`src/rtl/rwm_pkg.sv`:
```
// ----------------------------------------------------------------------------
// rwm_pkg
// Shared types and constants for the response wait matcher: frame store
// geometry, acknowledgement size, configuration indexes, request codes, controller states and the store command bundle.
// ----------------------------------------------------------------------------
package rwm_pkg;

  // Frame store geometry.
  localparam int FRAME_BYTES = 64;
  localparam int ADDR_W      = $clog2(FRAME_BYTES);

  // Acknowledgement geometry (two 64-bit character registers).
  localparam int ACK_CHARS   = 16;
  localparam int ACK_IDX_W   = $clog2(ACK_CHARS);
  localparam int LEN_W       = $clog2(ACK_CHARS + 1);
  localparam int ACK_LEN_W   = 5;
  localparam int CFG_W       = 64;
  localparam int CFG_IDX_W   = 2;
  localparam int TICK_W      = 16;

  // Configuration register indexes.
  localparam logic [CFG_IDX_W-1:0] CFG_ACK_LEN    = CFG_IDX_W'(0);
  localparam logic [CFG_IDX_W-1:0] CFG_ACK_FIRST  = CFG_IDX_W'(1);
  localparam logic [CFG_IDX_W-1:0] CFG_ACK_SECOND = CFG_IDX_W'(2);

  // Request codes.
  typedef enum logic [2:0] {
    REQ_BYTE  = 3'd0,
    REQ_EOF   = 3'd1,
    REQ_START = 3'd2,
    REQ_TICK  = 3'd3,
    REQ_CLEAR = 3'd4
  } req_e;

  // Controller states.
  typedef enum logic [1:0] {
    ST_IDLE,
    ST_RD,
    ST_CHK
  } state_e;

  // Commands toward the frame store, as driven in each cycle.
  typedef struct packed {
    logic              wr_en;
    logic [ADDR_W-1:0] wr_addr;
    logic [7:0]        wr_data;
    logic              clr_en;
    logic [ADDR_W-1:0] clr_addr;
    logic              rd_en;
    logic [ADDR_W-1:0] rd_addr;
  } store_cmd_t;

endpackage

```
`src/rtl/rwm_frame_store.sv`:
```
// ----------------------------------------------------------------------------
// rwm_frame_store
// Byte store for the received frame: one synchronous memory with a write port
// and a registered read port, plus a valid bit per entry. An entry whose valid
// bit is clear reads as zero, which covers both the reset state and the zero
// terminator placed after the last received byte.
// ----------------------------------------------------------------------------
module rwm_frame_store (
  input  logic                clk_i,
  input  logic                rst_ni,
  input  rwm_pkg::store_cmd_t cmd_i,
  output logic [7:0]          rd_data_o
);
  import rwm_pkg::*;

  logic [7:0]             mem [FRAME_BYTES];
  logic [FRAME_BYTES-1:0] valid_q;
  logic [7:0]             rd_mem_q;
  logic                   rd_vld_q;

  // Memory write port.
  always_ff @(posedge clk_i) begin
    if (cmd_i.wr_en) begin
      mem[cmd_i.wr_addr] <= cmd_i.wr_data;
    end
  end

  // Memory read port, registered.
  always_ff @(posedge clk_i) begin
    if (cmd_i.rd_en) begin
      rd_mem_q <= mem[cmd_i.rd_addr];
    end
  end

  // Valid bits: a write marks an entry, a clear returns it to zero.
  always_ff @(posedge clk_i or negedge rst_ni) begin
    if (!rst_ni) begin
      valid_q  <= '0;
      rd_vld_q <= 1'b0;
    end else begin
      if (cmd_i.wr_en) begin
        valid_q[cmd_i.wr_addr] <= 1'b1;
      end
      if (cmd_i.clr_en) begin
        valid_q[cmd_i.clr_addr] <= 1'b0;
      end
      if (cmd_i.rd_en) begin
        rd_vld_q <= valid_q[cmd_i.rd_addr];
      end
    end
  end

  assign rd_data_o = rd_vld_q ? rd_mem_q : 8'h00;

endmodule

```
`src/rtl/response_wait_matcher.sv`:
```
// ----------------------------------------------------------------------------
// response_wait_matcher
// Collects received serial bytes into a frame store and waits, tick by tick,
// for an expected acknowledgement text inside the received frame.
//
// Usage: requests enter on the input channel (in_valid_i / in_stall_o) with
// req_type_i selecting received byte, end of frame, start wait, tick or clear
// frame. A request that yields a result (start wait without need or with zero
// ticks, timeout, empty pattern outside a frame, or acknowledgement found)
// drives one item on the output channel (out_valid_o / out_stall_i) in the
// cycle after it completes. Byte, end of frame, clear and start requests
// complete when accepted. A tick that must look for the acknowledgement scans
// the frame store through its single read port, a read and a check state per
// stored byte; the scan stops at a match, the first zero byte or the last entry.
// The result sits in one register; while it is held there and stalled, every
// new request is stalled as well, whether or not it would produce a result.
// Reset empties the frame store at once via per-entry valid bits (no clearing
// pass), clears control flags but not the result status, clears the countdown
// and zeroes the ack registers. Configuration writes are taken in any cycle.
// ----------------------------------------------------------------------------
module response_wait_matcher (
  input  logic                         clk_i,
  input  logic                         rst_ni,
  // configuration
  input  logic                         cfg_we_i,
  input  logic [rwm_pkg::CFG_IDX_W-1:0] cfg_addr_i,
  input  logic [rwm_pkg::CFG_W-1:0]    cfg_data_i,
  // request channel
  input  logic                         in_valid_i,
  output logic                         in_stall_o,
  input  logic [2:0]                   req_type_i,
  input  logic [7:0]                   rx_byte_i,
  input  logic [rwm_pkg::TICK_W-1:0]   wait_ticks_i,
  input  logic                         need_ack_i,
  // result channel
  output logic                         out_valid_o,
  input  logic                         out_stall_i,
  output logic                         wait_status_o
);
  import rwm_pkg::*;

  // Configuration registers.
  logic [ACK_LEN_W-1:0] ack_len_q;
  logic [CFG_W-1:0]     ack_first_q;
  logic [CFG_W-1:0]     ack_second_q;

  // Control state.
  state_e               st_q, st_d;
  logic [ADDR_W-1:0]    wp_q, wp_d;
  logic                 recv_q, recv_d;
  logic                 wait_q, wait_d;
  logic [TICK_W-1:0]    cnt_q, cnt_d;
  logic                 out_valid_q, out_valid_d;
  logic                 status_q, status_d;

  // Scan state.
  logic [ADDR_W-1:0]    scan_addr_q, scan_addr_d;
  logic [LEN_W-1:0]     seen_q, seen_d;
  logic [LEN_W-1:0]     k_q, k_d;
  logic [7:0]           win_q [ACK_CHARS];
  logic [7:0]           win_d [ACK_CHARS];
  logic [7:0]           rpat_q [ACK_CHARS];
  logic [7:0]           rpat_d [ACK_CHARS];

  // Pattern derived from configuration.
  logic [7:0]           ack_b [ACK_CHARS];
  logic [LEN_W-1:0]     lim;
  logic [LEN_W-1:0]     k_cfg;
  logic [7:0]           rpat_cfg [ACK_CHARS];

  store_cmd_t           cmd;
  logic [7:0]           rd_data;
  logic                 accept;
  logic                 emit;
  logic                 emit_status;
  logic                 start_scan;
  logic                 scan_hit;
  logic                 scan_stop;
  logic [TICK_W-1:0]    cnt_dec;
  req_e                 req;

  assign req    = req_e'(req_type_i);
  assign accept = in_valid_i && !in_stall_o;
  assign cnt_dec = cnt_q - TICK_W'(1);

  // Requests wait while a scan runs or while a held result is blocked.
  assign in_stall_o = (st_q != ST_IDLE) || (out_valid_q && out_stall_i);

  // Configuration writes.
  always_ff @(posedge clk_i or negedge rst_ni) begin
    if (!rst_ni) begin
      ack_len_q    <= '0;
      ack_first_q  <= '0;
      ack_second_q <= '0;
    end else if (cfg_we_i) begin
      unique case (cfg_addr_i)
        CFG_ACK_LEN:    ack_len_q    <= cfg_data_i[ACK_LEN_W-1:0];
        CFG_ACK_FIRST:  ack_first_q  <= cfg_data_i;
        CFG_ACK_SECOND: ack_second_q <= cfg_data_i;
        default: ;
      endcase
    end
  end

  // Effective pattern length: clamped, and cut at the first zero character.
  always_comb begin
    for (int i = 0; i < ACK_CHARS; i++) begin
      ack_b[i] = (i < 8) ? ack_first_q[8*(i%8) +: 8] : ack_second_q[8*(i%8) +: 8];
    end
    lim = (ack_len_q > ACK_LEN_W'(ACK_CHARS)) ? LEN_W'(ACK_CHARS) : LEN_W'(ack_len_q);
    k_cfg = lim;
    for (int i = ACK_CHARS - 1; i >= 0; i--) begin
      if ((LEN_W'(i) < lim) && (ack_b[i] == 8'h00)) begin
        k_cfg = LEN_W'(i);
      end
    end
  end

  // Reversed pattern so that the newest window byte lines up with the last
  // pattern character.
  always_comb begin
    logic [LEN_W-1:0] idx;
    for (int j = 0; j < ACK_CHARS; j++) begin
      idx = k_cfg - LEN_W'(1) - LEN_W'(j);
      rpat_cfg[j] = (LEN_W'(j) < k_cfg) ? ack_b[idx[ACK_IDX_W-1:0]] : 8'h00;
    end
  end

  // Shift the read byte into the window and compare against the pattern.
  always_comb begin
    logic all_eq;
    win_d[0] = rd_data;
    for (int j = 1; j < ACK_CHARS; j++) begin
      win_d[j] = win_q[j-1];
    end
    seen_d = (seen_q < LEN_W'(ACK_CHARS)) ? seen_q + LEN_W'(1) : seen_q;
    all_eq = 1'b1;
    for (int j = 0; j < ACK_CHARS; j++) begin
      if ((LEN_W'(j) < k_q) && (win_d[j] != rpat_q[j])) begin
        all_eq = 1'b0;
      end
    end
    scan_hit  = (rd_data != 8'h00) && (seen_d >= k_q) && all_eq;
    scan_stop = (rd_data == 8'h00) || (scan_addr_q == ADDR_W'(FRAME_BYTES - 1));
  end

  // Tick that needs the frame scanned.
  assign start_scan = accept && (req == REQ_TICK) && wait_q && (cnt_dec != '0)
                      && !recv_q && (k_cfg != '0);

  // Next state.
  always_comb begin
    st_d = st_q;
    unique case (st_q)
      ST_IDLE: if (start_scan) st_d = ST_RD;
      ST_RD:   st_d = ST_CHK;
      ST_CHK:  st_d = (scan_hit || scan_stop) ? ST_IDLE : ST_RD;
      default: st_d = ST_IDLE;
    endcase
  end

  // Request handling, store commands and scan control.
  always_comb begin
    cmd         = '0;
    wp_d        = wp_q;
    recv_d      = recv_q;
    wait_d      = wait_q;
    cnt_d       = cnt_q;
    emit        = 1'b0;
    emit_status = 1'b0;
    scan_addr_d = scan_addr_q;
    k_d         = k_q;
    rpat_d      = rpat_q;

    unique case (st_q)
      ST_IDLE: begin
        if (accept) begin
          unique case (req)
            REQ_BYTE: begin
              if (wp_q == ADDR_W'(FRAME_BYTES - 1)) begin
                cmd.clr_en   = 1'b1;
                cmd.clr_addr = wp_q;
              end else begin
                cmd.wr_en    = 1'b1;
                cmd.wr_addr  = wp_q;
                cmd.wr_data  = rx_byte_i;
                cmd.clr_en   = 1'b1;
                cmd.clr_addr = wp_q + ADDR_W'(1);
                wp_d         = wp_q + ADDR_W'(1);
              end
              recv_d = 1'b1;
            end
            REQ_EOF: begin
              recv_d = 1'b0;
              wp_d   = '0;
            end
            REQ_CLEAR: begin
              cmd.clr_en   = 1'b1;
              cmd.clr_addr = '0;
              recv_d       = 1'b0;
              wp_d         = '0;
            end
            REQ_START: begin
              if (!need_ack_i || (wait_ticks_i == '0)) begin
                wait_d = 1'b0;
                emit   = 1'b1;
              end else begin
                cnt_d  = wait_ticks_i;
                wait_d = 1'b1;
              end
            end
            REQ_TICK: begin
              if (wait_q) begin
                cnt_d = cnt_dec;
                if (cnt_dec == '0) begin
                  wait_d      = 1'b0;
                  emit        = 1'b1;
                  emit_status = 1'b1;
                end else if (!recv_q && (k_cfg == '0)) begin
                  wait_d = 1'b0;
                  emit   = 1'b1;
                end else if (start_scan) begin
                  scan_addr_d = '0;
                  k_d         = k_cfg;
                  rpat_d      = rpat_cfg;
                end
              end
            end
            default: ;
          endcase
        end
      end
      ST_RD: begin
        cmd.rd_en   = 1'b1;
        cmd.rd_addr = scan_addr_q;
      end
      ST_CHK: begin
        if (scan_hit) begin
          wait_d = 1'b0;
          emit   = 1'b1;
        end else if (!scan_stop) begin
          scan_addr_d = scan_addr_q + ADDR_W'(1);
        end
      end
      default: ;
    endcase

    // Result register: load on a new result, drop once taken.
    out_valid_d = out_valid_q && out_stall_i;
    status_d    = status_q;
    if (emit) begin
      out_valid_d = 1'b1;
      status_d    = emit_status;
    end
  end

  // Control registers.
  always_ff @(posedge clk_i or negedge rst_ni) begin
    if (!rst_ni) begin
      st_q        <= ST_IDLE;
      wp_q        <= '0;
      recv_q      <= 1'b0;
      wait_q      <= 1'b0;
      cnt_q       <= '0;
      out_valid_q <= 1'b0;
      scan_addr_q <= '0;
      seen_q      <= '0;
    end else begin
      st_q        <= st_d;
      wp_q        <= wp_d;
      recv_q      <= recv_d;
      wait_q      <= wait_d;
      cnt_q       <= cnt_d;
      out_valid_q <= out_valid_d;
      scan_addr_q <= scan_addr_d;
      if (start_scan) begin
        seen_q <= '0;
      end else if (st_q == ST_CHK) begin
        seen_q <= seen_d;
      end
    end
  end

  // Payload registers: window, pattern and result status.
  always_ff @(posedge clk_i) begin
    status_q <= status_d;
    k_q      <= k_d;
    rpat_q   <= rpat_d;
    if (st_q == ST_CHK) begin
      win_q <= win_d;
    end
  end

  rwm_frame_store u_store (
    .clk_i     (clk_i),
    .rst_ni    (rst_ni),
    .cmd_i     (cmd),
    .rd_data_o (rd_data)
  );

  assign out_valid_o   = out_valid_q;
  assign wait_status_o = status_q;

endmodule
```
`config.mk`:
```
export PLATFORM = sky130hd
export DESIGN_NAME = response_wait_matcher
export DESIGN_NICKNAME = d
export VERILOG_FILES = /design/src/rtl/rwm_pkg.sv /design/src/rtl/rwm_frame_store.sv /design/src/rtl/response_wait_matcher.sv
export SDC_FILE = /design/constraint.sdc
export NUM_CORES = 2
export LEC_CHECK = 0
export ABC_CLOCK_PERIOD_IN_PS = 8950
export BUFFER_PORTS_ARGS = -buffer_cell sky130_fd_sc_hd__clkbuf_2
export CORE_MARGIN = 3
export CORE_UTILIZATION = 63
export DETAILED_ROUTE_END_ITERATION = 16
export GPL_TIMING_DRIVEN = 0
export PLACE_DENSITY_LB_ADDON = 0.2
export SLEW_MARGIN = 40
export SYNTH_ARGS = -nofsm -noshare
export SYNTH_HDL_FRONTEND = slang
export SYNTH_SLANG_ARGS = --single-unit
export TNS_END_PERCENT = 1
```
`constraint.sdc`:
```
create_clock -name clk_i -period 8.95 [get_ports clk_i]
set_input_delay 0.4475 -clock clk_i [delete_from_list [all_inputs] [get_ports clk_i]]
set_output_delay 0.4475 -clock clk_i [all_outputs]
set_load 0.02 [all_outputs]
```
After elaboration in Yosys (flattened, before gate mapping)
Memory sizes are Yosys's and may differ from the RTL's. A register that Yosys moved wholly into a read port is not among the register bits.
Cells that the tools add are included.
{"block": "word_totals", "ff_bits": 490, "mem_bits_rw": 512, "input_bits": 99, "wordCells": 430, "n_memories": 1}
{"memory": "u_store.mem", "words": 64, "width": 8, "read_ports": 1, "rd_clocked_by_memory_dff": 1, "wr": 1, "line": "rwm_frame_store.sv:16", "text": "logic [7:0] mem [FRAME_BYTES];"}
{"block": "op_classes", "n_addsub": 20, "n_lt_le_gt_ge": 72, "n_eq_ne": 39, "muxes": 138, "n_bitwise": 21, "reduce_logical": 93}
{"operator": "$bmux 8 s4", "n": 16}
{"operator": "$mux 8", "n": 33}
{"operator": "$logic_not 8->1", "n": 17}
{"operator": "$mux 64", "n": 2}
{"operator": "$ne 8x8->1", "n": 16}
{"operator": "$lt 4x5->1 const A", "n": 24}
{"operator": "$mux 5", "n": 20}
{"operator": "$ge 5x5->1 const B", "n": 16}
{"operator": "$not 4->5", "n": 16}
{"operator": "$and 64x64->64", "n": 1}
{"operator": "$not 64->64", "n": 1}
{"operator": "$or 64x64->64", "n": 1}
{"operator": "$lt 3x5->1 const A", "n": 12}
{"operator": "$mux 6", "n": 10}
{"operator": "$logic_and 1x1->1", "n": 44}
{"operator": "$mux 22", "n": 2}
{"operator": "$mux 1", "n": 36}
{"operator": "$logic_not 16->1", "n": 2}
{"operator": "$mux 16", "n": 2}
{"operator": "$pmux 16 s2", "n": 1}
{"operator": "$sub 4x4->4 const B", "n": 8}
{"operator": "$lt 1x5->1 const A", "n": 6}
{"operator": "$lt 2x5->1 const A", "n": 6}
{"operator": "$mux 15", "n": 2}
{"operator": "other kinds (44)", "n": 89}

Depth between registers and ports, before layout
{"block": "depth", "word_depth": 29, "depth_mapped": 24}

By module
Synthesis repeated with hierarchy kept, for this count alone.
{"block": "hier_totals", "hier_cells": 3081, "hier_area_um2": 47575.6}
{"mod": "response_wait_matcher", "instances": 1, "cells_each": 1976, "area_per_inst_um2": 24508.5, "seq_area_each_um2": 11906.4}
{"mod": "rwm_frame_store", "instances": 1, "cells_each": 1105, "area_per_inst_um2": 23067.1, "seq_area_each_um2": 17241.5}

Least setup slack after synthesis
Ideal clock, no wire load.
{"block": "synth_timing", "kind": "register to register", "startpoint": "register ack_len_q[3]", "endpoint": "register scan_addr_q[3]", "arrival_ns": 6.985, "t_required_ns": 8.821, "setup_slack_ns": 1.836, "stages_incl_launch_ff": 16, "n_path_buf": 4, "synth_period_minus_slack_ns": 7.114, "cell_sequence": "dfrtp_1 -> buf_2 -> or3b_1 -> o2111ai_2 -> and2_1 -> o22ai_1 -> a211oi_1 -> buf_2 -> buf_2 -> inv_1 -> ha_1 -> nand2_1 -> o211a_2 -> clkbuf_1 -> nor2_1 -> mux2_1"}
{"block": "synth_via", "elab_chain_cells": 24}
{"element": "start: declaration", "line": "response_wait_matcher.sv:43", "text": "logic [ACK_LEN_W-1:0] ack_len_q;"}
{"element": "start signal: assignment", "line": "response_wait_matcher.sv:97", "text": "CFG_ACK_LEN: ack_len_q <= cfg_data_i[ACK_LEN_W-1:0];"}
{"element": "$gt 5x5->1", "line": "response_wait_matcher.sv:110", "text": "lim = (ack_len_q > ACK_LEN_W'(ACK_CHARS)) ? LEN_W'(ACK_CHARS) : LEN_W'(ack_len_q);"}
{"element": "$mux 5 (*)", "line": "response_wait_matcher.sv:110"}
{"element": "$lt 4x5->1", "line": "response_wait_matcher.sv:113", "text": "if ((LEN_W'(i) < lim) && (ack_b[i] == 8'h00)) begin"}
{"element": "$logic_and 1x1->1", "line": "response_wait_matcher.sv:113"}
{"element": "$mux 5 (15 in a row)", "line": "response_wait_matcher.sv:113"}
{"element": "$mux 5 (*)", "line": "response_wait_matcher.sv:113"}
{"element": "named net k_cfg[1]", "line": "response_wait_matcher.sv:68", "text": "logic [LEN_W-1:0] k_cfg;"}
{"element": "$logic_not 5->1 or $reduce_bool 5->1 (tied branches)", "line": "response_wait_matcher.sv:219, response_wait_matcher.sv:149"}
{"element": "$logic_and 1x1->1 (on tied branches)", "line": "response_wait_matcher.sv:219, response_wait_matcher.sv:149"}
{"element": "$ne 2x2->1 (no source line)"}
{"element": "$reduce_and 9->1 (no source line) (*)"}
{"element": "end signal: assignment", "line": "response_wait_matcher.sv:275", "text": "scan_addr_q <= scan_addr_d;"}
{"element": "end: declaration", "line": "response_wait_matcher.sv:57", "text": "logic [ADDR_W-1:0] scan_addr_q, scan_addr_d;"}
The timed path passes the listed nets; every way through them passes the cells marked *.
A chain may end at the register's enable or synchronous reset.

Worst setup path after layout
{"block": "layout_timing", "startpoint": "register ack_first_q[24]", "endpoint": "register rpat_q[19] in the netlist's numbering (data pin)"}
{"block": "layout_via", "elab_chain_cells": 12}
{"element": "start: declaration", "line": "response_wait_matcher.sv:44", "text": "logic [CFG_W-1:0] ack_first_q;"}
{"element": "start signal: assignment", "line": "response_wait_matcher.sv:98", "text": "CFG_ACK_FIRST: ack_first_q <= cfg_data_i;"}
{"element": "$logic_not 8->1 (*)", "line": "response_wait_matcher.sv:113"}
{"element": "$logic_and 1x1->1 (*)", "line": "response_wait_matcher.sv:113"}
{"element": "$mux 5 (*) (4 in a row)", "line": "response_wait_matcher.sv:113"}
{"element": "named net k_cfg[1]", "line": "response_wait_matcher.sv:68"}
{"element": "$sub 4x1->4", "line": "response_wait_matcher.sv:124", "text": "idx = k_cfg - LEN_W'(1) - LEN_W'(j);"}
{"element": "$sub 4x4->4", "line": "response_wait_matcher.sv:124"}
{"element": "$not 4->5 (not written as such)", "line": "response_wait_matcher.sv:125", "text": "rpat_cfg[j] = (LEN_W'(j) < k_cfg) ? ack_b[idx[ACK_IDX_W-1:0]] : 8'h00;"}
{"element": "$bmux 8 s4", "line": "response_wait_matcher.sv:125"}
{"element": "$mux 8 (not written as such) (2 in a row)", "line": "response_wait_matcher.sv:125"}
{"element": "end signal: assignment", "line": "response_wait_matcher.sv:288", "text": "rpat_q <= rpat_d;"}
{"element": "end: declaration", "line": "response_wait_matcher.sv:62", "text": "logic [7:0] rpat_q [ACK_CHARS];"}
The timed path passes the listed nets; every way through them passes the cells marked *. The select of a mux whose other input is x is not followed.

==> impl_metrics.tcl <==
set metrics [dict create \
    cts_tree "done" \
    pre_cts_ws_ns 0.162 \
    grt_use_met3 0.161 \
    portBuffers 100 \
    first_pass_iters 8 \
    yosysSeqAreaShare 0.583 \
    met1_usage 0.605 \
    post_drt_wl_per_cell_um 34.9 \
    clkTransAtPathRegs_ns 0.07 \
    synth_edf_count 774 \
    setup_viol 0 \
    layoutNonFillerInstCount 5113 \
    p_comb_frac 0.374 \
    syn_area_per_cell_um2 13.3 \
    avgViaCountPerCell 7.13 \
    yosys.area.top_type "edfxtp_1" \
    powerDensity_nw_per_um2 293 \
    totalWireLength_um 178000 \
    slew_headroom 0.326 \
    timing.final.crit_share 0.958 \
    grt-busiest-layer "met1" \
    clockPowerShare 0.264 \
    grt_pass1_wl_um 251000 \
    cts-htree-levels 3 \
    gr-total-overflow 0 \
    cts_sinks 1010 \
    grt_max_degree 72 \
    switching_power_w 0.00625 \
    worst_pin_slew_ns 1.00 \
    cp.required_ns 9.39 \
    dp_hpwl_um 130000 \
    fin_hold_ws_ns 0.0147 \
    power_leakage_nw 20.8 \
    synth.distinct_cells 87 \
    synth_top_area_frac 0.465 \
    post-cts-setup-buffer-count 0 \
    gp_congestion 1.09 \
    syn_to_final_growth_pct 12.3 \
    hp-class "input pin to flip-flop" \
    grt_util_all_layers 0.431 \
    fmax_mhz 117 \
    async_flop_share 0.234 \
    synth_area_um2 50000 \
    grtUsageMet2 0.604 \
    cp_max_fo 19 \
    outcome "finished clean" \
    synth_area_leaders "edfxtp_1 47%, dfrtp_1 12%, mux2i_1 9.9%, mux2_2 5.5%, mux4_2 4.1%" \
    vias 36500 \
    cellInternalPower_w 0.0102 \
    switching_share 0.381 \
    slew_violations 0 \
    synth_flop_cell "edfxtp_1" \
    num-nets-final 4106 \
    synth.yosys.warnings 0 \
    finalHoldViolCount 0 \
    max-vdd-ir-drop_mv 0.224 \
    seq_power_share 0.362 \
    rsz0062_at_grt "false" \
    setup.worst_path.start_class "flip-flop" \
    ant_nets 0 \
    drc_errors 0 \
    die_area_um2 82700 \
    antenna_found_initial 10 \
    num_rows 102 \
    worst-setup-path-type "flip-flop to flip-flop" \
    drive_gt1_frac 0.203 \
    die_height_um 288 \
    worstSkewPairLatency_ns 0.69 \
    ys_ff_latch 1010 \
    setup_ws_ns 0.379 \
    post-route-util 0.719 \
    fin_crit_ns 8.57 \
    die_w_um 288 \
    endpoint_kind "flip-flop" \
    syn-num-nets 3871 \
    dp.cells 4907 \
    clock_path_buffers 3 \
    cts_buffers 100 \
    io_pins 102 \
    netlist_instances 3747 \
    ctsRootBufferMaster "clkbuf_16" \
    start_util 0.641 \
    core-area_um2 78000 \
    drtIter0Drc 5740 \
    crit_arrival_ns 9.01 \
    maxCapViolCount 0 \
    grt_pass1_vias 35000 \
    skew_ns 0.0237 \
]
## final cells by class
cell class,count,area (µm²)
multi-input combinational,2484,20100
clock buffer,114,2570
buffer,226,1030
sequential,1010,29100
timing repair buffer,134,1020
inverter,26,110
fill,5109,21900
tap,1040,1300
antenna,3,7.51
clock inverter,76,813
## kinds of logic (layout without fill, tap and decap cells)
| family | count (synthesis) | after routing | synth area share |
|---|---|---|---|
| flip-flops | 1010 | 1010 | 0.583 |
| multiplexers | 848 | 848 | 0.199 |
| AND/OR/NAND/NOR | 828 | 828 | 0.0785 |
| AO/OA/AOI/OAI | 639 | 639 | 0.0836 |
| buffers and inverters | 253 | 576 | 0.0221 |
| XOR/XNOR | 144 | 144 | 0.0267 |
| adder cells (fa/ha/maj) | 25 | 25 | 0.00626 |
| other | 0 | 3 | 0 |
## worst max-delay path: stages (launching register included)
cell      delay (ns)
dfrtp_1         0.61
nor4_1          0.95
nand3_1         0.26
nand4_1         0.22
nor2_1          0.08
a211oi_2        0.55
buf_2           0.36
buf_2           0.43
inv_1           0.29
ha_1            0.43
clkbuf_1        0.30
inv_1           0.32
buf_2           0.65
clkbuf_2        0.64
ha_1            0.42
nand2b_1        0.17
nor2_1          0.04
mux2i_1         0.15
o211ai_1        0.22
xnor2_1         0.46
buf_2           0.30
nor2_1          0.07
a211oi_1        0.38
## per-layer routing
layer  part of all wire  vias to the layer above
li1                   -                    14900
met1               0.39                    18200
met2               0.42                     2783
met3               0.14                      555
met4              0.053                        6
met5            0.00021                        -
## cell usage in the layout (no fill, tap or decap), types with 15 or more instances in the layout
cell,instances
nor3_1,23
nand3_1,30
o21ai_0,78
nor2_1,203
buf_2,52
a21oi_1,177
nand2_1,242
nor4_1,61
xor2_1,87
mux2_1,18
nor2b_1,20
and2_1,67
clkinv_2,16
dfrtp_1,236
clkinv_1,15
clkbuf_1,140
nand4_1,20
inv_1,21
mux2_2,246
clkinvlp_4,17
a22o_1,26
nor2_2,62
and3_1,31
clkbuf_2,113
edfxtp_1,774
clkbuf_16,100
xnor2_1,53
a211oi_1,141
mux4_2,91
o22ai_1,103
mux2i_1,493
ha_1,25
## state kept, by name, indices dropped and copies added (netlist names), 2 cells and up
| signal | cells |
|---|---|
| u_store.mem | 512 |
| rpat_q | 128 |
| win_d | 120 |
| ack_first_q | 64 |
| ack_second_q | 64 |
| u_store.valid_q | 64 |
| cnt_q | 16 |
| u_store.rd_mem_q | 8 |
| scan_addr_q | 6 |
| wp_q | 6 |
| ack_len_q | 5 |
| k_q | 5 |
| seen_q | 5 |
| st_q | 2 |
## power groups by stage
stage	clock network [W]	logic [W]	registers, W
after detailed placement	0	0.00583	0.00597
after floorplan	0	0.00403	0.00565
final	0.00433	0.00614	0.00595
after global placement	0	0.00578	0.00598
after CTS	0.00433	0.00587	0.00588
after global routing	0.00451	0.00632	0.00591
## stage by stage
stage / area [µm²] / setup TNS (ns) / power, W
2_1_floorplan: 50000 / 0 / 0.00968
3_3_place_gp: 51800 / -189.67 / 0.0118
3_5_place_dp: 52400 / 0 / 0.0118
4_1_cts: 56000 / 0 / 0.0161
5_1_grt: 56100 / 0 / 0.0167
6_report: 56100 / 0 / 0.0164
## cell usage after synthesis, types with 25 or more instances
library cell and count:
a211oi_1 148, a21oi_1 177, a22o_1 26, and2_1 67, and3_1 39, buf_1 30, buf_2 36, clkbuf_1 140
dfrtp_1 236, edfxtp_1 774, ha_1 25, mux2_2 246, mux2i_1 493, mux4_2 91, nand2_1 242, nand3_1 30
nor2_1 264, nor3_1 25, nor4_1 72, o21ai_0 78, o22ai_1 103, xnor2_1 53, xor2_1 87
## timing repair
action                                  in CTS  in global routing
resized for setup                            0                  1
endpoints found under the setup margin       0                 15
hold endpoints to repair                    69                  0
hold buffers                                14                  0
## worst paths after layout
path / startpoint / end / slack [ns] / depth (start not counted)
max in group asynchronous: rst_ni / ack_second_q[24] / 7.62 / 4
min reg2reg: win_d[97] / win_d[89] / 0.46 / 0
min: cfg_data_i[19] / ack_first_q[19] / 0.01 / 2
max: ack_first_q[24] / rpat_q[19] / 0.38 / 22
max reg2reg: ack_first_q[24] / rpat_q[19] / 0.38 / 22
min in group asynchronous: rst_ni / cnt_q[9] / 0.28 / 2
Note: power is estimated with default switching activity, not from simulation.
